`src/rtl/core/assert_macros.svh`:
```
// Assertion macros shared by the RTL that checks itself
`ifndef ASSERT_MACROS_SVH
`define ASSERT_MACROS_SVH

// Clocked property on clk, muted while rst_n is low
`define ASSERT_CLK(lbl, prop, msg) \
    lbl: assert property (@(posedge clk) disable iff (!rst_n) (prop)) else $error(msg);

// Implication checked on the same edge
`define ASSERT_IMPL(lbl, pre, post, msg) \
    lbl: assert property (@(posedge clk) disable iff (!rst_n) (pre) |-> (post)) else $error(msg);

// Implication checked on the following edge
`define ASSERT_NEXT(lbl, pre, post, msg) \
    lbl: assert property (@(posedge clk) disable iff (!rst_n) (pre) |=> (post)) else $error(msg);

`endif

```
`src/rtl/core/cfcm_pkg.sv`:
```
// Shared types, constants and tables of the cube face coordinate mapper
package cfcm_pkg;

    localparam int INPUT_BITS_DEF      = 18;
    localparam int COORD_FRAC_BITS_DEF = 15;
    localparam int ATAN_STAGES_DEF     = 16;

    // quotient bits of |n| * 2^30 / d (value up to 2^30)
    localparam int QBITS = 31;
    // CORDIC x/y and angle widths
    localparam int CW    = 34;
    localparam int ZW    = 33;
    localparam int PW    = 64;

    localparam logic [30:0] TAN_K_Q30 = 31'd1269382738;
    localparam logic [30:0] INV_K_Q30 = 31'd1236032962;

    typedef enum logic [2:0] {
        FACE_POS_X = 3'd0,
        FACE_NEG_X = 3'd1,
        FACE_POS_Y = 3'd2,
        FACE_NEG_Y = 3'd3,
        FACE_POS_Z = 3'd4,
        FACE_NEG_Z = 3'd5
    } face_t;

    // side info that rides along with each word
    typedef struct packed {
        face_t face;
        logic  invalid;
        logic  neg_s;
        logic  neg_t;
    } tag_t;

    // atan(2^-i) in Q30, rounded
    function automatic logic signed [ZW-1:0] stage_angle(input int i);
        logic signed [ZW-1:0] r;
        case (i)
            0:       r = 33'sd843314857;
            1:       r = 33'sd497837829;
            2:       r = 33'sd263043837;
            3:       r = 33'sd133525159;
            4:       r = 33'sd67021687;
            5:       r = 33'sd33543516;
            6:       r = 33'sd16775851;
            7:       r = 33'sd8388437;
            8:       r = 33'sd4194283;
            9:       r = 33'sd2097149;
            10:      r = 33'sd1048576;
            default: r = (i <= 30) ? ZW'(64'd1 << (30 - i)) : ZW'(1);
        endcase
        return r;
    endfunction

endpackage

```
`src/rtl/core/cfcm_div_cell.sv`:
```
// One restoring-division cell: one quotient bit for both tangent lanes
module cfcm_div_cell #(
    parameter int INPUT_BITS = cfcm_pkg::INPUT_BITS_DEF
) (
    input  logic                                  clk,
    input  logic                                  rst_n,
    input  logic                                  en,
    input  logic                                  valid_in,
    input  cfcm_pkg::tag_t                        tag_in,
    input  logic [INPUT_BITS-1:0]                 den_in,
    input  logic [1:0][INPUT_BITS-1:0]            rem_in,
    input  logic [1:0][cfcm_pkg::QBITS-1:0]       q_in,
    output logic                                  valid_out,
    output cfcm_pkg::tag_t                        tag_out,
    output logic [INPUT_BITS-1:0]                 den_out,
    output logic [1:0][INPUT_BITS-1:0]            rem_out,
    output logic [1:0][cfcm_pkg::QBITS-1:0]       q_out
);
    import cfcm_pkg::*;

    logic                           valid_reg;
    tag_t                           tag_reg;
    logic [INPUT_BITS-1:0]          den_reg;
    logic [1:0][INPUT_BITS-1:0]     rem_reg, rem_next;
    logic [1:0][QBITS-1:0]          q_reg, q_next;

    // compare, subtract, shift
    always_comb
    begin
        logic                  ge;
        logic [INPUT_BITS-1:0] r1;
        for (int l = 0; l < 2; l++)
        begin
            ge          = (rem_in[l] >= den_in);
            r1          = ge ? (rem_in[l] - den_in) : rem_in[l];
            rem_next[l] = {r1[INPUT_BITS-2:0], 1'b0};
            q_next[l]   = {q_in[l][QBITS-2:0], ge};
        end
    end

    always_ff @(posedge clk or negedge rst_n)
    begin
        if (!rst_n)
            valid_reg <= 1'b0;
        else if (en)
            valid_reg <= valid_in;
    end

    always_ff @(posedge clk)
    begin
        if (en)
        begin
            tag_reg <= tag_in;
            den_reg <= den_in;
            rem_reg <= rem_next;
            q_reg   <= q_next;
        end
    end

    assign valid_out = valid_reg;
    assign tag_out   = tag_reg;
    assign den_out   = den_reg;
    assign rem_out   = rem_reg;
    assign q_out     = q_reg;
endmodule

```
`config.mk`:
```
export PLATFORM = sky130hd
export DESIGN_NAME = cfcm_div_cell
export DESIGN_NICKNAME = d
export VERILOG_FILES = /design/src/rtl/core/assert_macros.svh /design/src/rtl/core/cfcm_pkg.sv /design/src/rtl/core/cfcm_div_cell.sv
export SDC_FILE = /design/constraint.sdc
export NUM_CORES = 1
export LEC_CHECK = 0
export BUFFER_PORTS_ARGS = -buffer_cell sky130_fd_sc_hd__clkbuf_2
export CELL_PAD_IN_SITES_DETAIL_PLACEMENT = 0
export CELL_PAD_IN_SITES_GLOBAL_PLACEMENT = 2
export CORE_MARGIN = 3
export CORE_UTILIZATION = 33
export CTS_BUF_LIST = sky130_fd_sc_hd__clkbuf_16
export DETAILED_ROUTE_END_ITERATION = 16
export PLACE_DENSITY = 0.94
export SLEW_MARGIN = 20
export SYNTH_ARGS = -nofsm -noshare
export SYNTH_HDL_FRONTEND = slang
export SYNTH_SLANG_ARGS = --single-unit
```
`constraint.sdc`:
```
create_clock -name clk -period 1.7 [get_ports clk]
set_input_delay 0 -clock clk [delete_from_list [all_inputs] [get_ports clk]]
set_output_delay 0 -clock clk [all_outputs]
set_load 0.02 [all_outputs]
```
== Word level (Yosys, flattened, before mapping) ==
Index checks and enable logic that the tools add are counted.
Cells by class
  add/subtract/negate cells: 2
  $lt $le $gt $ge: 2
  muxes and demuxes: 2
Operator list (number)
  >= comparator 18 bit: 2
  two-way mux 17 bit: 2
  subtractor 17 bit: 2
Storage, ports and cells
  bits in registers: 121
  input port bits: 126
  logic and storage cells: 16

== Longest topological paths before layout ==
  depth in word-level cells: 2
  depth in mapped cells: 12

== Worst setup path before layout ==
Ideal clock, no wire load.
  path kind: input port to flip-flop
  start: input rem_in[18] in the netlist's numbering
  end: register rem_reg, in the netlist rem_out[31], data pin
  setup time: 260 ps
  data arrival time: 2242 ps
  slack: -802 ps
  cell stages on the path: 12
  path buffers: 1
  path through: inv_1 -> ha_1 -> inv_1 -> fa_1 -> a21o_1 -> a221oi_2 -> o21ai_2 -> o221a_4 -> nor2_8 -> inv_4 -> buf_6 -> mux2_4
RTL lines
  start: declaration: RTL line cfcm_div_cell.sv:11  | input logic [1:0][INPUT_BITS-1:0] rem_in,
  end signal: assignment: RTL line cfcm_div_cell.sv:55  | rem_reg <= rem_next;
  end: declaration: RTL line cfcm_div_cell.sv:24  | logic [1:0][INPUT_BITS-1:0] rem_reg, rem_next;

==> flow_metrics.tcl <==
set metrics [dict create \
    yosys_register_bits 121 \
    fin_area_mm2 0.0110 \
    dpl.hpwl_mm 16.5 \
    setup_viol 35 \
    postRouteAntennaNets 0 \
    fin_crit_sh_pct 114 \
    die_area_mm2 0.0198 \
    cts_tree "yes" \
    p_comb_share_pct 27.8 \
    rows 48 \
    final_cell_mix "clkbuf_2, buf_4, edfxtp_1" \
    drt_wl_total_mm 24.3 \
    final_hold_viol_count 0 \
    cts.htree.levels 4 \
    drt_iter0_drc 347 \
    place_area_mm2 0.00866 \
    cts_root_buf "clkbuf_16" \
    synth.cell_area_mm2 0.00600 \
    cts.sinks 121 \
    cp.required_ps 1870 \
    insertedDiodeCount 0 \
    worst-path-buf-inv 4 \
    initial_core_util_pct 34.2 \
    r2r_cells 1 \
    wl_per_cell_um 20.0 \
    hold_end "rem_out[13]$_DFFE_PP_" \
    violations "setup timing" \
    cp_slowest_cell "fa_2" \
    grt_pass1_vias 6247 \
    drcViolationCount 0 \
    top_usage_layer "met2" \
    synth_cells 454 \
    dr_total_vias 6065 \
    seq_area_mm2 0.00363 \
    multi_input_area_mm2 0.00265 \
    yosysWarnings 0 \
    grt_use_met3_pct 6.31 \
    power_mw 10.5 \
    viasPerCell 5.00 \
    final_common_cell "clkbuf_2" \
    p_seq_share_pct 35.7 \
    grt_max_degree 43 \
    fin_ws_ps -243 \
    status "complete, but fails checks" \
    ir_drop_mv 0.737 \
    r2r-end "valid_out$_DFFE_PN0P_" \
    arrival_ps 2120 \
    rrSetupSlack_ps 940 \
    use_met1_pct 26.7 \
    async_flop_share_pct 0.826 \
    whs_path_depth 4 \
    firstDrtPassIters 5 \
    crit-reg2reg-launch "valid_out$_DFFE_PN0P_" \
    finalMaxSlewViolations 0 \
    cp_max_fo 5 \
    place_congestion 0.904 \
    holdWs_ps 20.5 \
    clkTransAtPathRegs_ps 60 \
    cts_inserted_buffers 17 \
    die_w_um 141 \
    synth_ff_type "edfxtp_1" \
    antenna_found_initial 1 \
    grt.total_usage_pct 23.9 \
    swShare_pct 29.8 \
    post_route_cells_drive_above_1_share_pct 53.1 \
    cp_slowest_stage_delay_ps 350 \
    coreArea_mm2 0.0175 \
    avgSynthCellArea_um2 13.2 \
    n_fill_cell 1313 \
    p_per_area_mw_per_mm2 954 \
    post-place-cells 1052 \
    utilization_pct 62.5 \
    skew_ps 0 \
    grt-ovfl-total 0 \
    cp-start-kind "primary input" \
    dieHeight_um 141 \
    nets 1139 \
    clockPowerShare_pct 36.5 \
    crit_type "primary input to flop" \
    fmax_mhz 515 \
    clockBufferDepth 2 \
    path_cells "clkbuf_16 -> inv_12 -> ha_4 -> inv_2 -> fa_2 -> a21o_1 -> a221oi_4 -> o21ai_2 -> o221a_4 -> nor2_8 -> inv_8 -> mux2_4" \
    p_leak_nw 4.95 \
    cap_violations 0 \
    insertion_delay_ps 420 \
    crit_family "compound AO/OA/AOI/OAI gates" \
    area_growth_pct 82.9 \
    seq_area_frac_synth_pct 60.5 \
    synth_edf_count 120 \
    hp-start "rem_in[12]" \
    stdcell_count 1213 \
    min_period_ps 1940 \
    rsz0062_at_grt "yes" \
    grt_use_met2_pct 42.6 \
    cp-end-kind "flop" \
    port_buffers 244 \
    p_int_mw 7.35 \
    synth_cell_types 62 \
    hp-class "primary input to flop" \
    io_pins 249 \
    grt_pass1_wl_mm 35.9 \
    switchingPower_mw 3.12 \
]
==> cells by family (layout without fill, tap and decap cells) <==
logic type               count (synthesis)  in the layout  share of synthesized area, %
flip-flops                             121            121                          60.5
AO/OA/AOI/OAI                          109            109                          12.6
AND/OR/NAND/NOR                        107            107                          9.35
buffers and inverters                   40            573                          2.92
adder cells (fa/ha/maj)                 38             38                          8.18
XOR/XNOR                                19             19                          2.77
multiplexers                            19             19                          3.65
other                                    1              2                        0.0625
==> synth_stat cells, types with 2 or more instances <==
| cell type | instances | area share [%] |
|---|---|---|
| or3_1 | 3 | 0.31 |
| nand2_1 | 16 | 1.0 |
| xnor2_1 | 15 | 2.2 |
| a21o_1 | 11 | 1.4 |
| nor2_1 | 24 | 1.5 |
| edfxtp_1 | 120 | 60 |
| ha_1 | 36 | 7.5 |
| a21boi_0 | 5 | 0.63 |
| clkbuf_1 | 6 | 0.38 |
| nor3b_1 | 2 | 0.25 |
| a41oi_1 | 3 | 0.44 |
| and3_1 | 4 | 0.42 |
| nand3_1 | 21 | 1.8 |
| o21bai_1 | 2 | 0.25 |
| inv_1 | 27 | 1.7 |
| nor2b_1 | 5 | 0.52 |
| nand4_1 | 3 | 0.31 |
| inv_4 | 2 | 0.21 |
| mux2i_1 | 2 | 0.33 |
| and2_1 | 4 | 0.42 |
| nor3_1 | 11 | 0.92 |
| o31ai_1 | 6 | 0.75 |
| mux2_2 | 15 | 2.8 |
| a21oi_1 | 32 | 2.7 |
| o21ai_0 | 15 | 1.3 |
| o211ai_1 | 4 | 0.50 |
| nand2b_1 | 5 | 0.52 |
| buf_4 | 3 | 0.38 |
| a211o_1 | 2 | 0.29 |
| a31oi_1 | 3 | 0.31 |
| or4_1 | 2 | 0.25 |
| a311o_1 | 2 | 0.33 |
| fa_1 | 2 | 0.67 |
| o21a_1 | 8 | 1.0 |
| mux2_4 | 2 | 0.50 |
| xor2_1 | 4 | 0.58 |
| o221ai_1 | 2 | 0.29 |
==> per-stage QoR <==
stage / worst slack, ps / TNS [ps]
after global routing: -288 / -6960
after detailed placement: -739 / -20490
after global placement: -685 / -19280
final: -243 / -4780
after floorplan: -567 / -10230
after CTS: -231 / -4550
==> metal layers <==
metal	share of wire, %	wire (um)
met5	0.054	13
met2	52	12600
met3	7.2	1750
met1	37	8980
met4	3.6	880
==> power by group through the flow <==
stage	combinational, mW	sequential, mW	clock (mW)
after floorplan	0.846	4.15	0
after global placement	2.29	3.78	0
after detailed placement	2.34	3.78	0
after CTS	2.77	3.72	3.87
after global routing	3.09	3.76	4.02
final	2.91	3.74	3.82
==> sequential cells by signal, summed over array words and instances, names as in the netlist <==
register   count
tag_out        6
q_out         62
valid_out      1
den_out       18
rem_out       34
==> timing repair <==
action                     in CTS  in global routing
gates resized for setup        65                 37
setup buffers                  19                  7
setup endpoints to repair      32                 36
hold buffers                  106                  1
hold endpoints to repair      105                  1
pin swaps                      20                 22
gates cloned                    1                  0
==> layout make-up <==
type	count	area share, %
flip-flops and latches	121	33.1
multi-input cells	294	24.2
clock inverters	15	1.75
repair buffers	511	33.1
repair inverters	1	0.0570
clock buffers	17	3.88
well taps	225	2.57
inverters	29	1.44
==> worst max-delay path by stage <==
stage               start                    end  cells past startpoint
2_1_floorplan  rem_in[18]  rem_out[31]$_DFFE_PP_                     12
3_3_place_gp    den_in[0]  rem_out[33]$_DFFE_PP_                     11
3_5_place_dp    den_in[1]  rem_out[22]$_DFFE_PP_                     10
4_1_cts        rem_in[18]  rem_out[20]$_DFFE_PP_                     11
5_1_grt        rem_in[18]  rem_out[33]$_DFFE_PP_                     12
6_report       rem_in[18]  rem_out[33]$_DFFE_PP_                     12
Power figures use the tool's default switching activity.
