**src/rtl/core/assert_macros.svh**
```systemverilog
// Assertion macros shared by the RTL that checks itself
`ifndef ASSERT_MACROS_SVH
`define ASSERT_MACROS_SVH

// Clocked property on clk, muted while rst_n is low
`define ASSERT_CLK(lbl, prop, msg) \
    lbl: assert property (@(posedge clk) disable iff (!rst_n) (prop)) else $error(msg);

// Implication checked on the same edge
`define ASSERT_IMPL(lbl, pre, post, msg) \
    lbl: assert property (@(posedge clk) disable iff (!rst_n) (pre) |-> (post)) else $error(msg);

// Implication checked on the following edge
`define ASSERT_NEXT(lbl, pre, post, msg) \
    lbl: assert property (@(posedge clk) disable iff (!rst_n) (pre) |=> (post)) else $error(msg);

`endif

```
**src/rtl/core/cfcm_pkg.sv**
```systemverilog
// Shared types, constants and tables of the cube face coordinate mapper
package cfcm_pkg;

    localparam int INPUT_BITS_DEF      = 18;
    localparam int COORD_FRAC_BITS_DEF = 15;
    localparam int ATAN_STAGES_DEF     = 16;

    // quotient bits of |n| * 2^30 / d (value up to 2^30)
    localparam int QBITS = 31;
    // CORDIC x/y and angle widths
    localparam int CW    = 34;
    localparam int ZW    = 33;
    localparam int PW    = 64;

    localparam logic [30:0] TAN_K_Q30 = 31'd1269382738;
    localparam logic [30:0] INV_K_Q30 = 31'd1236032962;

    typedef enum logic [2:0] {
        FACE_POS_X = 3'd0,
        FACE_NEG_X = 3'd1,
        FACE_POS_Y = 3'd2,
        FACE_NEG_Y = 3'd3,
        FACE_POS_Z = 3'd4,
        FACE_NEG_Z = 3'd5
    } face_t;

    // side info that rides along with each word
    typedef struct packed {
        face_t face;
        logic  invalid;
        logic  neg_s;
        logic  neg_t;
    } tag_t;

    // atan(2^-i) in Q30, rounded
    function automatic logic signed [ZW-1:0] stage_angle(input int i);
        logic signed [ZW-1:0] r;
        case (i)
            0:       r = 33'sd843314857;
            1:       r = 33'sd497837829;
            2:       r = 33'sd263043837;
            3:       r = 33'sd133525159;
            4:       r = 33'sd67021687;
            5:       r = 33'sd33543516;
            6:       r = 33'sd16775851;
            7:       r = 33'sd8388437;
            8:       r = 33'sd4194283;
            9:       r = 33'sd2097149;
            10:      r = 33'sd1048576;
            default: r = (i <= 30) ? ZW'(64'd1 << (30 - i)) : ZW'(1);
        endcase
        return r;
    endfunction

endpackage

```
**src/rtl/core/cfcm_cordic_cell.sv**
```systemverilog
// One vectoring CORDIC micro-rotation for both tangent lanes
module cfcm_cordic_cell #(
    parameter int STAGE = 0
) (
    input  logic                               clk,
    input  logic                               rst_n,
    input  logic                               en,
    input  logic                               valid_in,
    input  cfcm_pkg::tag_t                     tag_in,
    input  logic [1:0][cfcm_pkg::CW-1:0]       x_in,
    input  logic [1:0][cfcm_pkg::CW-1:0]       y_in,
    input  logic [1:0][cfcm_pkg::ZW-1:0]       z_in,
    output logic                               valid_out,
    output cfcm_pkg::tag_t                     tag_out,
    output logic [1:0][cfcm_pkg::CW-1:0]       x_out,
    output logic [1:0][cfcm_pkg::CW-1:0]       y_out,
    output logic [1:0][cfcm_pkg::ZW-1:0]       z_out
);
    import cfcm_pkg::*;

    localparam logic signed [ZW-1:0] ANGLE = stage_angle(STAGE);

    logic                valid_reg;
    tag_t                tag_reg;
    logic [1:0][CW-1:0]  x_reg, x_next;
    logic [1:0][CW-1:0]  y_reg, y_next;
    logic [1:0][ZW-1:0]  z_reg, z_next;

    // rotate toward y = 0 using old x and y
    always_comb
    begin
        logic signed [CW-1:0] xs, ys, dx, dy;
        logic signed [ZW-1:0] zs;
        for (int l = 0; l < 2; l++)
        begin
            xs = $signed(x_in[l]);
            ys = $signed(y_in[l]);
            zs = $signed(z_in[l]);
            dx = ys >>> STAGE;
            dy = xs >>> STAGE;
            if (!ys[CW-1])
            begin
                x_next[l] = xs + dx;
                y_next[l] = ys - dy;
                z_next[l] = zs + ANGLE;
            end
            else
            begin
                x_next[l] = xs - dx;
                y_next[l] = ys + dy;
                z_next[l] = zs - ANGLE;
            end
        end
    end

    always_ff @(posedge clk or negedge rst_n)
    begin
        if (!rst_n)
            valid_reg <= 1'b0;
        else if (en)
            valid_reg <= valid_in;
    end

    always_ff @(posedge clk)
    begin
        if (en)
        begin
            tag_reg <= tag_in;
            x_reg   <= x_next;
            y_reg   <= y_next;
            z_reg   <= z_next;
        end
    end

    assign valid_out = valid_reg;
    assign tag_out   = tag_reg;
    assign x_out     = x_reg;
    assign y_out     = y_reg;
    assign z_out     = z_reg;
endmodule
```
**config.mk**
```make
export PLATFORM = sky130hd
export DESIGN_NAME = cfcm_cordic_cell
export DESIGN_NICKNAME = d
export VERILOG_FILES = /design/src/rtl/core/assert_macros.svh /design/src/rtl/core/cfcm_pkg.sv /design/src/rtl/core/cfcm_cordic_cell.sv
export SDC_FILE = /design/constraint.sdc
export NUM_CORES = 1
export LEC_CHECK = 0
export ABC_AREA = 1
export BUFFER_PORTS_ARGS = -buffer_cell sky130_fd_sc_hd__buf_2
export CAP_MARGIN = 20
export CORE_UTILIZATION = 35
export CTS_CLUSTER_SIZE = 28
export DETAILED_ROUTE_END_ITERATION = 10
export GPL_TIMING_DRIVEN = 0
export PLACE_DENSITY = 0.55
export RECOVER_POWER = 50
export SYNTH_ARGS = -nofsm -noshare
export SYNTH_HDL_FRONTEND = slang
export SYNTH_SLANG_ARGS = --single-unit
```
**constraint.sdc**
```tcl
create_clock -name clk -period 2.22 [get_ports clk]
set_clock_uncertainty 0.15 [all_clocks]
set_input_delay 0.333 -clock clk [delete_from_list [all_inputs] [get_ports clk]]
set_output_delay 0.333 -clock clk [all_outputs]
set_load 0.01 [all_outputs]
```
### After elaboration in Yosys (flattened, before gate mapping)

Index checks and enable logic that the tools add are counted.
W data, S select, Z words.

* bits in registers: 209
* bits in latches: 0
* memory bits (writable): 0
* ROM bits: 0
* bits of input ports: 212
* output and inout port bits: 209
* memories kept: 0

* add/sub/neg operators: 10
* multiply operators: 0
* div/mod/pow operators: 0
* magnitude comparators: 0
* eq/ne operators: 0
* shift operators: 0
* multiplexer cells: 6
* bitwise logic cells: 0
* reduce and logical (&&, ||, !) cells: 0

Operators with widths (number)
* $mux W34: 4
* $sub A34 B34 Y34: 4
* $add A34 B34 Y34: 2
* $add A33 B31 Y33 const B: 2
* $mux W33: 2
* $sub A33 B31 Y33 const B: 2

### Depth between registers and ports, before layout

* depth after elaboration: 2
* depth in mapped cells: 18
* depth with buffers taken out: 17

### Worst setup path after synthesis

OpenSTA, ideal clock, no wires.

* path kind: input -> register
* from: input y_in[67] in the netlist's numbering
* to: register z_reg, in the netlist z_out[55] (data pin)
* setup time: 0.259 ns
* arrival time: 2.364 ns
* required time: 1.811 ns
* setup slack: -0.553 ns
* cell stages on the path: 12
* path buffers: 3
* path through: clkbuf_1 inv_1 clkbuf_1 buf_4 ha_1 a21oi_1 nand2_1 a21boi_0 o21ai_0 nand2_1 nand2_1 xor2_1

RTL lines
* start: declaration: RTL line cfcm_cordic_cell.sv:11 `input logic [1:0][cfcm_pkg::CW-1:0] y_in,`
* end signal: assignment: RTL line cfcm_cordic_cell.sv:71 `z_reg <= z_next;`
* end: declaration: RTL line cfcm_cordic_cell.sv:27 `logic [1:0][ZW-1:0] z_reg, z_next;`

==> flow_summary.yaml <==
run_status:
  run_status: "finished, violations left"
  violations: "setup timing"
synth:
  synth-seq-area-share: 0.255
  synth-warning-count: 0
  syn-num-nets: 4093
  async_flop_share: 0.00483
  synth_area_um2: 24400
  post_synth_inst_count: 3613
  post_synth_main_area_contributors: "sky130_fd_sc_hd__edfxtp_1 25%, sky130_fd_sc_hd__nand2_1 15%, sky130_fd_sc_hd__ha_1 13%, sky130_fd_sc_hd__a21oi_1 7.0%, sky130_fd_sc_hd__inv_1 6.9%"
  edff_count_synth: 206
  postSynth.topFlopCell: "sky130_fd_sc_hd__edfxtp_1"
  synth_seq_cells: 207
  synth_area_leader_cell: "sky130_fd_sc_hd__edfxtp_1"
  area_share_of_the_largest_cell_type_after_synthesis: 0.254
  synth_cell_types: 53
  syn_area_per_cell_um2: 6.75
global_route:
  globalRouteMet1Util: 0.344
  groute.layer.met3.usage: 0.0336
  number_of_global_route_vias_before_repair: 24500
  met2_usage: 0.464
  grtUsageTotal: 0.268
  grt_max_degree: 84
  grt_antenna_before_repair: 8
  grt_first_pass_wirelength_mm: 145
  gr-total-overflow: 0
  grt-busiest-layer: "met2"
floorplan:
  die_h_um: 266
  floorplan.die.width_um: 266
  io_pins: 421
  floorplan.rows: 96
  die_area_um2: 70800
  core_region_area_um2: 68800
  initial_core_util: 0.354
sta:
  totalNegativeSetupSlack_ps: -50.0
  finalSetupViolCount: 2
  rsz0062_at_grt: "true"
  final_max_slew_viol_count: 0
  fin_ws_ps: -25.1
  final_period_minus_worst_setup_slack_ps: 2250
  worst_pin_slew_ps: 999
  timing.final.crit_share: 1.01
  report.final.hold_viol_count: 0
  max-slew-margin-rel: 0.334
  max_freq_ghz: 0.445
clock_tree:
  cts_num_sinks: 207
  clock_latency_on_the_worst_skew_pair_ps: 590
  clock_buffer_count_from_cts: 29
  clock_tree.root_cell: "sky130_fd_sc_hd__clkbuf_16"
  tritoncts: "built"
  cts.reportedPaths.clkPinSlew_ps: 60
  cts_max_level: 1
  cts_buffer_depth: 3
setup_path:
  critical_path.max_fanout: 7
  critical_path_cell_by_cell: "buf_2, inv_1, ha_1, a21oi_1, o21ai_0, nand3b_1, a21oi_1, nand2_1, nand2_1, o21ai_1"
  max_stage_delay_ps: 390
  worst_path_arrival_time_ps: 2420
  cp_launch_type: "primary input"
  critPathSlowestCell: "sky130_fd_sc_hd__ha_1"
  critical-path-top-delay-family: "compound AO/OA/AOI/OAI gates"
  worstPathRequired_ps: 2390
  end_kind: "flop"
  critical_path.n_buffers_inverters: 2
  crit_type: "primary input to flop"
pwr:
  leakagePower_nw: 13.9
  peakVddDrop_mv: 0.592
  totalPowerFinal_mw: 17.1
  p_per_area_nw_per_um2: 580
detailed_routing:
  antenna_violating_nets_post_route: 0
  drt_drc_violations_left: 0
  routed_wirelength_mm: 99.2
  detail_route.wl_per_cell_um: 19.6
  detailedRoute.firstIterationViolations: 2352
  first_pass_iters: 7
  detail_routed_via_count_per_cell: 5.21
  vias: 26300
job:
  maxcap_viol_count: 0
finish:
  mostFrequentLayoutCells: "956 x sky130_fd_sc_hd__nand2_1, 442 x sky130_fd_sc_hd__inv_1, 321 x sky130_fd_sc_hd__nand3_1"
  fin_nets: 4575
  finish.instance_area_um2: 29400
  final_cell_count_no_fill: 5054
  share_of_layout_cells_above_drive_strength_1: 0.146
  most_common_cell_after_layout_fill_and_taps_aside: "sky130_fd_sc_hd__nand2_1"
  layout.core_utilization: 0.427
  area_delta_synth_final_pct: 20.6
place:
  place_area_um2: 28200
  gp_routability_congestion: 0.969
  placed_cells_incl_taps: 4966
  dp_hpwl_mm: 82.5
  port_buffers: 420
hold_path:
  hold_path_class: "primary input to flop"
==> power breakdown <==
part | internal, mW | switching (mW)
clock network | 2.64 | 1.97
registers | 5.07 | 0.189
logic | 2.34 | 4.85
total | 10.0 | 7.01
==> per-layer routing <==
layer	up-vias	wire length, µm
met5	-	48
met4	8	3240
met3	161	7030
met2	1023	46700
met1	12200	42200
li1	12900	-
==> state kept, by name, summed over array words and instances (netlist names) <==
signal	count
tag_out	6
valid_out	1
x_out	67
z_out	66
y_out	67
==> stage by stage <==
step	worst slack (ps)	hold slack, ps
floorplan	-78.1	-113
global placement	-2610	-37.2
detailed placement	-1050	-37.2
CTS	3.92	14.7
global route	-4.62	37.1
finish	-25.1	46.6
==> cells by family (layout without fill, tap and decap cells) <==
kind of cell    count (synthesis)  count (layout)  synth area share
compound gates                724             724             0.165
flops                         207             207             0.255
simple gates                 1758            1758             0.307
buf+inv                       555            1060            0.0979
fa+ha+maj                     268             268             0.140
xor+xnor                       99              99            0.0355
mux                             2               2          0.000872
other cells                     0               5                 0
==> repair_timing <==
action / CTS / global route
buffers inserted: 2 / 9
setup endpoints to repair: 53 / 81
gates resized for setup: 18 / 85
pin swaps: 0 / 5
hold buffers: 18 / 0
hold endpoints to repair: 22 / 0
gates cloned: 0 / 1
==> synth_stat cells, types with 8 or more instances <==
master,instances
sky130_fd_sc_hd__a21boi_0,9
sky130_fd_sc_hd__a21o_1,33
sky130_fd_sc_hd__a21oi_1,342
sky130_fd_sc_hd__a21oi_2,9
sky130_fd_sc_hd__buf_2,17
sky130_fd_sc_hd__buf_4,39
sky130_fd_sc_hd__buf_6,18
sky130_fd_sc_hd__clkbuf_1,10
sky130_fd_sc_hd__edfxtp_1,206
sky130_fd_sc_hd__fa_1,8
sky130_fd_sc_hd__ha_1,260
sky130_fd_sc_hd__inv_1,450
sky130_fd_sc_hd__inv_2,17
sky130_fd_sc_hd__nand2_1,973
sky130_fd_sc_hd__nand2_2,20
sky130_fd_sc_hd__nand3_1,321
sky130_fd_sc_hd__nand4_1,29
sky130_fd_sc_hd__nor2_1,310
sky130_fd_sc_hd__nor2_2,18
sky130_fd_sc_hd__nor3_1,35
sky130_fd_sc_hd__nor3_2,8
sky130_fd_sc_hd__nor4_1,8
sky130_fd_sc_hd__o211ai_1,10
sky130_fd_sc_hd__o21a_1,9
sky130_fd_sc_hd__o21ai_0,209
sky130_fd_sc_hd__o21ai_1,26
sky130_fd_sc_hd__o21ai_2,9
sky130_fd_sc_hd__o21bai_1,39
sky130_fd_sc_hd__o22ai_1,9
sky130_fd_sc_hd__o31ai_1,9
sky130_fd_sc_hd__or2_2,8
sky130_fd_sc_hd__xnor2_1,18
sky130_fd_sc_hd__xor2_1,81
==> area by class of cell <==
type / instances / area, µm²
sequential: 207 / 6210
antenna: 5 / 12.5
buffer: 86 / 689
inverter: 468 / 1790
fill: 7496 / 39400
clock inverter: 17 / 163
timing repair buffer: 452 / 2210
tap: 931 / 1160
clock buffer: 37 / 756
multi-input combinational: 2851 / 16400
==> path summary, 6_finish.rpt <==
check / startpoint / to / slack, ps / depth (start not counted)
hold / removal: z_in[65] / z_out[65] / 50 / 3
max in group asynchronous: rst_n / valid_out / 1410 / 3
setup / recovery: x_in[10] / x_out[19] / -30 / 10
setup reg to reg: valid_out / valid_out / 1300 / 1
min in group asynchronous: rst_n / valid_out / 410 / 3
hold reg to reg: valid_out / valid_out / 390 / 1
No activity file was read; power rests on OpenSTA's default activity.
